File: src/rtl/core/ilr_pkg.sv
// shared constants, codes and command/status types of the indexed list unit
package ilr_pkg;

  localparam int DEPTH     = 256;
  localparam int ADDR_W    = $clog2(DEPTH);
  localparam int CNT_W     = $clog2(DEPTH + 1);
  localparam int OP_W      = 3;
  localparam int POS_W     = 9;
  localparam int VAL_W     = 32;
  localparam int CNT_OUT_W = 9;
  localparam int ST_W      = 2;
  localparam int CMP_W     = (CNT_W > POS_W) ? CNT_W : POS_W;

  localparam logic [OP_W-1:0] OP_GET    = 3'd0;
  localparam logic [OP_W-1:0] OP_SET    = 3'd1;
  localparam logic [OP_W-1:0] OP_APPEND = 3'd2;
  localparam logic [OP_W-1:0] OP_INSERT = 3'd3;
  localparam logic [OP_W-1:0] OP_REMOVE = 3'd4;

  localparam logic [ST_W-1:0] ST_OK    = 2'd0;
  localparam logic [ST_W-1:0] ST_RANGE = 2'd1;
  localparam logic [ST_W-1:0] ST_FULL  = 2'd2;

  typedef enum logic [1:0] {RA_IN_POS, RA_IDX_DN, RA_IDX_UP} ra_sel_t;
  typedef enum logic [1:0] {WA_IN_POS, WA_COUNT, WA_IDX, WA_POS_Q} wa_sel_t;
  typedef enum logic [1:0] {WD_IN, WD_RAM, WD_VAL_Q} wd_sel_t;
  typedef enum logic [2:0] {IDX_HOLD, IDX_LOAD_CNT, IDX_LOAD_POS, IDX_INC, IDX_DEC} idx_op_t;
  typedef enum logic [1:0] {CNT_HOLD, CNT_INC, CNT_DEC} cnt_op_t;
  typedef enum logic [1:0] {RES_ZERO, RES_RAM, RES_HOLD} res_sel_t;

  typedef struct packed {
    logic            take;
    logic            ram_re;
    ra_sel_t         ra_sel;
    logic            ram_we;
    wa_sel_t         wa_sel;
    wd_sel_t         wd_sel;
    idx_op_t         idx_op;
    cnt_op_t         cnt_op;
    logic            hold_load;
    logic            res_load;
    res_sel_t        res_sel;
    logic [ST_W-1:0] res_status;
  } cmd_t;

  typedef struct packed {
    logic pos_ge_cnt;
    logic pos_gt_cnt;
    logic full;
    logic ins_tail;
    logic rem_tail;
    logic ins_last;
    logic rem_last;
    logic res_free;
  } stat_t;

endpackage

File: src/rtl/core/ilr_ctrl.sv
// request decode and shift sequencer of the indexed list unit
module ilr_ctrl import ilr_pkg::*; (
  input  logic            clk,
  input  logic            rst,
  input  logic            req_valid,
  input  logic [OP_W-1:0] operation,
  input  stat_t           stat,
  output logic            req_ready,
  output cmd_t            cmd
);

  localparam logic [2:0] S_IDLE   = 3'd0;
  localparam logic [2:0] S_GETRD  = 3'd1;
  localparam logic [2:0] S_REMRD  = 3'd2;
  localparam logic [2:0] S_SHRD   = 3'd3;
  localparam logic [2:0] S_SHWR   = 3'd4;
  localparam logic [2:0] S_INSFIN = 3'd5;

  logic [2:0] state;
  logic [2:0] state_next;
  logic       is_remove;
  logic       is_remove_next;
  logic       accept;

  assign req_ready = (state == S_IDLE) && stat.res_free;
  assign accept    = req_valid && req_ready;

  always_comb begin
    cmd            = '0;
    cmd.ra_sel     = RA_IN_POS;
    cmd.wa_sel     = WA_IN_POS;
    cmd.wd_sel     = WD_IN;
    cmd.idx_op     = IDX_HOLD;
    cmd.cnt_op     = CNT_HOLD;
    cmd.res_sel    = RES_ZERO;
    cmd.res_status = ST_OK;
    state_next     = state;
    is_remove_next = is_remove;
    unique case (state)
      S_IDLE: begin
        if (accept) begin
          unique case (operation)
            OP_GET: begin
              if (stat.pos_ge_cnt) begin
                cmd.res_load   = 1'b1;
                cmd.res_status = ST_RANGE;
              end else begin
                cmd.ram_re = 1'b1;
                state_next = S_GETRD;
              end
            end
            OP_SET: begin
              cmd.res_load = 1'b1;
              if (stat.pos_ge_cnt) begin
                cmd.res_status = ST_RANGE;
              end else begin
                cmd.ram_we = 1'b1;
              end
            end
            OP_APPEND: begin
              cmd.res_load = 1'b1;
              if (stat.full) begin
                cmd.res_status = ST_FULL;
              end else begin
                cmd.ram_we = 1'b1;
                cmd.wa_sel = WA_COUNT;
                cmd.cnt_op = CNT_INC;
              end
            end
            OP_INSERT: begin
              priority if (stat.pos_gt_cnt) begin
                cmd.res_load   = 1'b1;
                cmd.res_status = ST_RANGE;
              end else if (stat.full) begin
                cmd.res_load   = 1'b1;
                cmd.res_status = ST_FULL;
              end else if (stat.ins_tail) begin
                cmd.res_load = 1'b1;
                cmd.ram_we   = 1'b1;
                cmd.wa_sel   = WA_COUNT;
                cmd.cnt_op   = CNT_INC;
              end else begin
                cmd.take       = 1'b1;
                cmd.idx_op     = IDX_LOAD_CNT;
                is_remove_next = 1'b0;
                state_next     = S_SHRD;
              end
            end
            OP_REMOVE: begin
              if (stat.pos_ge_cnt) begin
                cmd.res_load   = 1'b1;
                cmd.res_status = ST_RANGE;
              end else begin
                cmd.take       = 1'b1;
                cmd.ram_re     = 1'b1;
                cmd.idx_op     = IDX_LOAD_POS;
                is_remove_next = 1'b1;
                state_next     = S_REMRD;
              end
            end
            default: begin
              cmd.res_load = 1'b1;
            end
          endcase
        end
      end
      S_GETRD: begin
        cmd.res_load = 1'b1;
        cmd.res_sel  = RES_RAM;
        state_next   = S_IDLE;
      end
      S_REMRD: begin
        cmd.hold_load = 1'b1;
        if (stat.rem_tail) begin
          cmd.res_load = 1'b1;
          cmd.res_sel  = RES_RAM;
          cmd.cnt_op   = CNT_DEC;
          state_next   = S_IDLE;
        end else begin
          state_next = S_SHRD;
        end
      end
      S_SHRD: begin
        cmd.ram_re = 1'b1;
        cmd.ra_sel = is_remove ? RA_IDX_UP : RA_IDX_DN;
        state_next = S_SHWR;
      end
      S_SHWR: begin
        cmd.ram_we = 1'b1;
        cmd.wa_sel = WA_IDX;
        cmd.wd_sel = WD_RAM;
        if (is_remove) begin
          cmd.idx_op = IDX_INC;
          if (stat.rem_last) begin
            cmd.res_load = 1'b1;
            cmd.res_sel  = RES_HOLD;
            cmd.cnt_op   = CNT_DEC;
            state_next   = S_IDLE;
          end else begin
            state_next = S_SHRD;
          end
        end else begin
          cmd.idx_op = IDX_DEC;
          state_next = stat.ins_last ? S_INSFIN : S_SHRD;
        end
      end
      S_INSFIN: begin
        cmd.ram_we   = 1'b1;
        cmd.wa_sel   = WA_POS_Q;
        cmd.wd_sel   = WD_VAL_Q;
        cmd.cnt_op   = CNT_INC;
        cmd.res_load = 1'b1;
        state_next   = S_IDLE;
      end
      default: begin
        state_next = S_IDLE;
      end
    endcase
  end

  always_ff @(posedge clk) begin
    if (rst) begin
      state     <= S_IDLE;
      is_remove <= 1'b0;
    end else begin
      state     <= state_next;
      is_remove <= is_remove_next;
    end
  end

endmodule
File: config.mk
export PLATFORM = sky130hd
export DESIGN_NAME = ilr_ctrl
export DESIGN_NICKNAME = d
export VERILOG_FILES = /design/src/rtl/core/ilr_pkg.sv /design/src/rtl/core/ilr_ctrl.sv
export SDC_FILE = /design/constraint.sdc
export NUM_CORES = 1
export LEC_CHECK = 0
export BUFFER_PORTS_ARGS = -buffer_cell sky130_fd_sc_hd__buf_2
export CAP_MARGIN = 25
export CORE_AREA = 4 4 41 43
export CTS_CLUSTER_SIZE = 12
export DETAILED_ROUTE_END_ITERATION = 10
export DIE_AREA = 0 0 45 47
export PLACE_DENSITY = 0.76
export SYNTH_ARGS = -nofsm -noshare
export SYNTH_HDL_FRONTEND = slang
export SYNTH_SLANG_ARGS = --single-unit
File: constraint.sdc
create_clock -name clk -period 3 [get_ports clk]
set_input_delay 0.45 -clock clk [delete_from_list [all_inputs] [get_ports clk]]
set_output_delay 0.45 -clock clk [all_outputs]
set_load 0.02 [all_outputs]
---- Word-level counts from Yosys, hierarchy flattened ----
Index checks and enable logic that the tools add are counted.
word-level totals
  ROM bits ................................ 0
  memories kept ........................... 0
  register bits ........................... 4
  latch bits .............................. 0
  RAM bits ................................ 0
  bits of input ports ..................... 14
  logic and storage cells ................. 103
cells by class
  add/sub/neg operators ................... 0
  equal/unequal tests ..................... 20
  div/mod/pow operators ................... 0
  order comparisons ....................... 0
  multiplexer cells ....................... 71
  multiply operators ...................... 0
  shift operators ......................... 0
  reductions and logical operators ........ 10
  bitwise gates (word level) .............. 0
operators with widths
  kind                                                   count
  2-to-1 mux 3 bit                                       17
  2-to-1 mux 2 bit                                       14
  2-to-1 mux 1 bit                                       19
  case mux 3 bit (3 select lines)                        2
  2-to-1 mux 5 bit                                       3
  inequality test 3 bit, second input constant           5
  AND reduction 7 bit                                    2
  == test 3 x 2 -> 1 bit, second input constant          4
  case mux 2 bit (2 select lines)                        3
  case mux 2 bit (3 select lines)                        2
  case mux 3 bit (2 select lines)                        2
  case mux 3 bit (4 select lines)                        1
  inequality test 2 bit, second input constant           5
  case mux 1 bit (2 select lines)                        5
  == test 3 bit, second input constant                   3
  case mux 2 bit (4 select lines)                        1
  == test 3 x 1 -> 1 bit, second input constant          2
  zero test 3 bit                                        2
  inequality test 4 x 1 -> 1 bit, second input constant  1
  case mux 1 bit (4 select lines)                        1
  OR reduction 2 bit                                     2
  case mux 1 bit (3 select lines)                        1
  OR reduction 3 bit                                     1
  logical AND 1 bit                                      2
  nonzero test 2 bit                                     1

---- Depth between registers and ports, before layout ----
Gate-level depths: netlist (run 1).
  depth after elaboration ................. 6
  depth in mapped cells ................... 6
  depth with buffers taken out ............ 5

---- Worst setup path after synthesis (run 1) ----
Ideal clock, no wire load.
  path type ............................... reg2out
  from .................................... reg state[0]
  to ...................................... out cmd[1] in the netlist's numbering
  cell stages (with the launch flop) ...... 5
  required time ........................... 2.550 ns
  data arrival time ....................... 1.423 ns
  path buffers ............................ 1
  path slack .............................. 1.127 ns
  path through ............................ dfxtp_1 -> buf_6 -> nor3_2 -> nand3_1 -> a211oi_1
RTL lines
  what                    RTL line         source
  from (decl)             ilr_ctrl.sv:19   logic [2:0] state;
  from (signal assigned)  ilr_ctrl.sv:166  state <= state_next;
  to (decl)               ilr_ctrl.sv:9    output cmd_t cmd

==> results of run 1 <==
==> report_power, final <==
part           internal (uW)  switching, uW  leakage (uW)
Clock                   44.7           21.5     0.0000138
Sequential              53.9          0.890     0.0000323
Combinational           18.7           26.2      0.000388
==> cell usage after synthesis, drive strengths merged <==
library cell | count | share of area [%]
a21o | 4 | 5.5
a211oi | 1 | 1.4
nand2b | 4 | 4.6
nor3b | 2 | 2.8
or2 | 2 | 2.3
nand3 | 4 | 3.7
nand2 | 12 | 8.3
or3 | 2 | 2.3
buf | 3 | 5.5
mux2 | 1 | 2.1
a2111oi | 1 | 2.8
a21oi | 2 | 1.8
nor2b | 3 | 4.8
nor4b | 1 | 1.6
or2b | 1 | 1.4
and2 | 2 | 2.3
nor2 | 9 | 6.2
o21ai | 5 | 4.6
a311o | 1 | 1.8
a32o | 1 | 1.8
inv | 2 | 1.4
nand4b | 1 | 4.4
dfxtp | 4 | 15
nor3 | 3 | 3.7
and3 | 3 | 3.5
a31oi | 4 | 4.6
==> sequential cells by signal, summed over array words and instances (netlist names) <==
signal and flops:
state 3, is_remove 1
==> worst paths after layout <==
| path | startpoint | to | slack (ns) | cells past startpoint |
|---|---|---|---|---|
| worst max-delay path | state[0] | cmd[19] | 0.84 | 5 |
| worst max register to register | state[0] | is_remove | 1.61 | 4 |
| worst min-delay path | rst | state[2] | 0.41 | 2 |
| worst min register to register | is_remove | is_remove | 0.63 | 2 |
==> final cells by class <==
| type | count | area (sq um) |
|---|---|---|
| Sequential cell | 4 | 80.1 |
| Timing Repair Buffer | 34 | 170 |
| Multi-Input combinational cell | 69 | 425 |
| Fill cell | 145 | 577 |
| Inverter | 2 | 7.51 |
| Clock buffer | 3 | 22.5 |
| Tap cell | 15 | 18.8 |
==> worst max-delay path: cells and delay by family (launching register included) <==
| kind | cells | cell delay, ns |
|---|---|---|
| flip-flops | 1 | 0.38 |
| buffers and inverters | 1 | 0.16 |
| AND/OR/NAND/NOR | 4 | 0.93 |
==> cells by family (layout without fill, tap and decap cells) <==
logic type,Yosys count,in the layout
compound gates,19,19
buf+inv,5,39
flops,4,4
mux,1,1
simple gates,49,49
==> per-stage QoR <==
| step | hold WS (ns) | area [sq um] | instances |
|---|---|---|---|
| floorplan | 0.519 | 543 | 78 |
| global placement | 0.630 | 702 | 124 |
| detailed placement | 0.632 | 702 | 124 |
| CTS | 0.404 | 724 | 127 |
| global route | 0.426 | 724 | 127 |
| finish | 0.410 | 724 | 127 |
==> layer usage <==
metal	wire, um	vias up	GRT usage, %
li1	-	349	-
met1	629	287	17.7
met2	661	28	26.8
met3	134	2	1.15
met4	23	0	5.26
met5	0	-	0
==> summary.md, run 1 <==
| Metric | Value |
|---|---|
| Status | complete, no violations |
| Vias/cell | 5.24 |
| CP Class | reg -> out |
| Setup_tns | 0 ns |
| Synthesized area | 543 sq um |
| CP arrival | 1.71 ns |
| Most common cell after layout, fill and taps aside | buf_2 |
| Die Area | 2120 sq um |
| Post-Syn Instances | slightly below 80 |
| Final Wtd Congestion | 0.766 |
| WP data required | ~2.6 ns |
| Max Fclk | 463 MHz |
| Compound-cell area share of the yosys netlist | between 20% and 30% |
| Antenna violations before repair | 0 |
| CTS Hold Bufs | 0 |
| Simple-gate share of the synthesized area | 51.8% |
| Final min period | between 2 and 2.5 ns |
| Core area | 1300 sq um |
| Syn Area/Cell | 6.96 sq um |
| Post-synthesis register bit count | 4 |
| Vias | 666 |
| Std-Cell Rows | 13 |
| NumNets Final | 128 |
| Tcrit/Tclk final | 72.0% |
| Final setup fails | 0 |
| I/O Buffers | 34 |
| Post-Route WL | 1.45 mm |
| Max VDD drop | between 0.08 and 0.09 mV |
| Max Cap Viol | 0 |
| Worst setup EP type | primary output |
| Io pins | 35 |
| Most frequent cells in the layout | 34 x buf_2, 12 x nand2_1, 9 x nor2_1 |
| Adder-Cell Fraction of Synth Area | 0% |
| Total track usage | between 10% and 20% |
| Core Util, Final | 55.7% |
| Pwr Total | roughly 170 uW |
| Number of diodes | 0 |
| Root Driver | clkbuf_4 |
| Final Max Slew Viols | 0 |
| Max_slew headroom | 75.6% |
| CP max-delay cell | dfxtp_1 |
| Die height | 47 um |
| Worst Skew | 0.00233 ns |
| CP max stage delay | 0.38 ns |
| Worst slew pin tran | between 0.3 and 0.4 ns |
| Fin. Hold Viols | 0 |
| Yosys cell types | 30 |
| Wire per inst | 11.4 um |
| Grt total ovfl | 0 |
| Ys Warns | 0 |
| DR DRC count | 0 |
| Starting Density | 41.7% |
| Type of origin of the critical path | flip-flop |
| Post-Syn Nets | 92 |
| Pin count of the biggest net entering global routing | 11 |
| H-tree Lvls | 1 |
| LEAKAGE | 0.000434 uW |
| Number of CTS-inserted buffers | 3 |
| Hold crit path type | in -> reg |
| Clk sinks | 4 |
| Die extent in x | 45 um |
| CTS Buffer Depth | 2 |
| DR iter-0 viols | 6 |
| Drt pass-1 iters | 4 |
| Register area share after synthesis | between 10 and 15% |
| Worst-path clk slew | about 0.040 ns |
| Post-cts sizing count | 0 |
| Largest family of logic cells by synthesized area | simple AND/OR/NAND/NOR gates |
| Layout Area Growth over Synthesis | 33.4% |
| Final worst slack | 0.840 ns |
| DP Worst Slack | 1.01 ns |
| XOR/XNOR Fraction of Synth Area | 0% |
| Hpwl dp | 1.21 mm |
| Post-route ant nets | 0 |
| Clk_lat worst skew | about 0.24 ns |
| Vias in the first global route | 596 |
| Worst-path cell chain | nor3_2, nand3_1, or2_1, nand2_1, buf_2 |
| RSZ-0062 raised after global routing | no |
| Pwr dens | around 230 nW/um^2 |
| Setup Buffers After CTS | 0 |
| First-pass GRT wire length | 2.35 mm |
| Share of cells above drive strength 1 | 38.4% |
| CP max FO | 10 |
| Post-synthesis mux area share | roughly 2.1% |
| CTS tree | done |
Power figures use the tool's default switching activity.
==> inputs of run 2 (changes only) <==
- CORE_AREA: 4 4 41 43 -> default
- CORE_MARGIN: default -> 4
- CORE_UTILIZATION: default -> 40
- DIE_AREA: 0 0 45 47 -> default
- PLACE_DENSITY: 0.76 -> 0.74
- clock period: 3 -> 2.2 ns (I/O delays scaled with it)
==> summary.md, run 2 (synthesis results as in run 1) <==
| Metric | Value |
|---|---|
| Max VDD drop | 0.143 mV (was 0.0893 mV) |
| CP Class | reg -> out (unchanged) |
| Vias in the first global route | 618 (was 596) |
| Wire per inst | 11.7 um (was 11.4 um) |
| Std-Cell Rows | 13 (unchanged) |
| Setup_tns | 0 ns (unchanged) |
| Type of origin of the critical path | flip-flop (unchanged) |
| Most frequent cells in the layout | 34 x buf_2, 12 x nand2_1, 9 x nor2_1 (unchanged) |
| Post-cts sizing count | 0 (unchanged) |
| CP max FO | 8 (was 10) |
| Die extent in x | 44.8 um (was 45 um) |
| Setup Buffers After CTS | 0 (unchanged) |
| Tcrit/Tclk final | 90.8% |
| Final setup fails | 0 (unchanged) |
| Clk_lat worst skew | 0.24 ns (about the same) |
| Clk sinks | 4 (unchanged) |
| Antenna violations before repair | 0 (unchanged) |
| Post-Route WL | 1.50 mm (was 1.45 mm) |
| CTS tree | done (unchanged) |
| Vias/cell | 5.52 (was 5.24) |
| Io pins | 35 (unchanged) |
| CP arrival | 1.67 ns (was 1.71 ns) |
| RSZ-0062 raised after global routing | no (unchanged) |
| NumNets Final | 129 (was 128) |
| Hold crit path type | in -> reg (unchanged) |
| Fin. Hold Viols | 0 (unchanged) |
| Final Wtd Congestion | 0.857 (was 0.766) |
| Number of CTS-inserted buffers | 3 (unchanged) |
| Finished Cell Area | 732 sq um (was 724 sq um) |
| Most common cell after layout, fill and taps aside | buf_2 (unchanged) |
| Most used routing layer | met2 (unchanged) |
| Hold Crit Depth | 2 (unchanged) |
| Die Area | 2010 sq um (was 2120 sq um) |
| CTS Buffer Depth | 2 (unchanged) |
| Layout Area Growth over Synthesis | 34.8% (was 33.4%) |
| Final min period | 2.00 ns |
| H-tree Lvls | 1 (unchanged) |
| First-pass GRT wire length | 2.47 mm (was 2.35 mm) |
| Reg2Reg Depth | 4 (unchanged) |
| WP data required | 1.87 ns (was 2.55 ns) |
| DR iter-0 viols | 14 (was 6) |
| Drt pass-1 iters | 4 (unchanged) |
| Max Fclk | 501 MHz |
| DR DRC count | 0 (unchanged) |
| Root Driver | clkbuf_4 (unchanged) |
| Worst slew pin tran | 0.391 ns (was 0.365 ns) |
| DP Area | 709 sq um (was 702 sq um) |
| LEAKAGE | 0.000439 uW (was 0.000434 uW) |
| Share of cells above drive strength 1 | 38.9% (was 38.4%) |
| Final Max Slew Viols | 0 (unchanged) |
| Worst setup EP type | primary output (unchanged) |
| Core area | 1280 sq um (was 1300 sq um) |
| Pwr dens | 312 nW/um^2 (was 229 nW/um^2) |
| Max Cap Viol | 0 (unchanged) |
| Met2 GRT Util | 27.8% (was 26.8%) |
| Vias | 707 (was 666) |
| Number of diodes | 0 (unchanged) |
| Pin count of the biggest net entering global routing | 11 (unchanged) |
| Met3 Usage GRT | 1.59% (was 1.15%) |
| Worst-path clk slew | 0.03 ns (was 0.04 ns) |
| Grt total ovfl | 0 (unchanged) |
| Hpwl dp | 1.25 mm (was 1.21 mm) |
| CTS Hold Bufs | 0 (unchanged) |
| Status | complete, no violations (unchanged) |
| I/O Buffers | 34 (unchanged) |
| Max_slew headroom | 73.9% (was 75.6%) |
| Starting Density | 42.3% (was 41.7%) |
| Top Registers | state (3), is_remove (1) (unchanged) |
| Worst Skew | 0.00455 ns (was 0.00233 ns) |
| Total track usage | 15.6% (was 14.6%) |
| Met1 Use GR | 19.5% (was 17.7%) |
| Largest reg by FF count | state (unchanged) |
| Die height | 44.8 um (was 47 um) |
| Max reg flops | 3 (unchanged) |
| Post-route ant nets | 0 (unchanged) |
[run 2: path summary, 6_finish.rpt]
check | start | end | slack (ns)
hold reg to reg | is_remove | is_remove | 0.64
setup reg to reg | state[1] | is_remove | 0.86
setup / recovery | state[1] | cmd[19] | 0.20
hold / removal | rst | state[2] | 0.30
[run 2: routing by layer]
metal | vias to the layer above | share of wire, %
li1 | 354 | -
met3 | 0 | 10
met5 | - | 0
met1 | 315 | 43
met4 | 0 | 0
met2 | 38 | 47
[run 2: cell type report]
cell class | count | area, sq um
clock buffers | 3 | 22.5
fillers | 139 | 553
inverters | 2 | 7.51
multi-input cells | 69 | 425
flip-flops and latches | 4 | 80.1
well taps | 15 | 18.8
repair buffers | 35 | 178
[run 2: per-stage QoR]
stage | std cells | utilization (%) | hold WS [ns] | setup slack (ns) | total power (uW)
floorplan | 78 | - | 0.399 | 0.447 | 113
global placement | 125 | 55.2 | 0.531 | 0.461 | 137
detailed placement | 125 | 55.2 | 0.537 | 0.396 | 138
CTS | 128 | 57.0 | 0.293 | 0.175 | 230
global route | 128 | 57.0 | 0.295 | 0.0931 | 242
finish | 128 | 57.0 | 0.301 | 0.203 | 228
[run 2: worst max-delay path, stage by stage (launching register included)]
cell and delay (ns):
dfxtp_1 0.37, nor3_2 0.34, nand3_1 0.22, or2_1 0.29, nand2_1 0.07, buf_2 0.15
[run 2: power by group]
| part | total [uW] | leakage [uW] | internal, uW | switching [uW] |
|---|---|---|---|---|
| sequential | 74.3 | 0.0000323 | 73.5 | 0.795 |
| clock | 91.1 | 0.0000138 | 61.0 | 30.1 |
| combinational | 62.6 | 0.000393 | 25.8 | 36.8 |
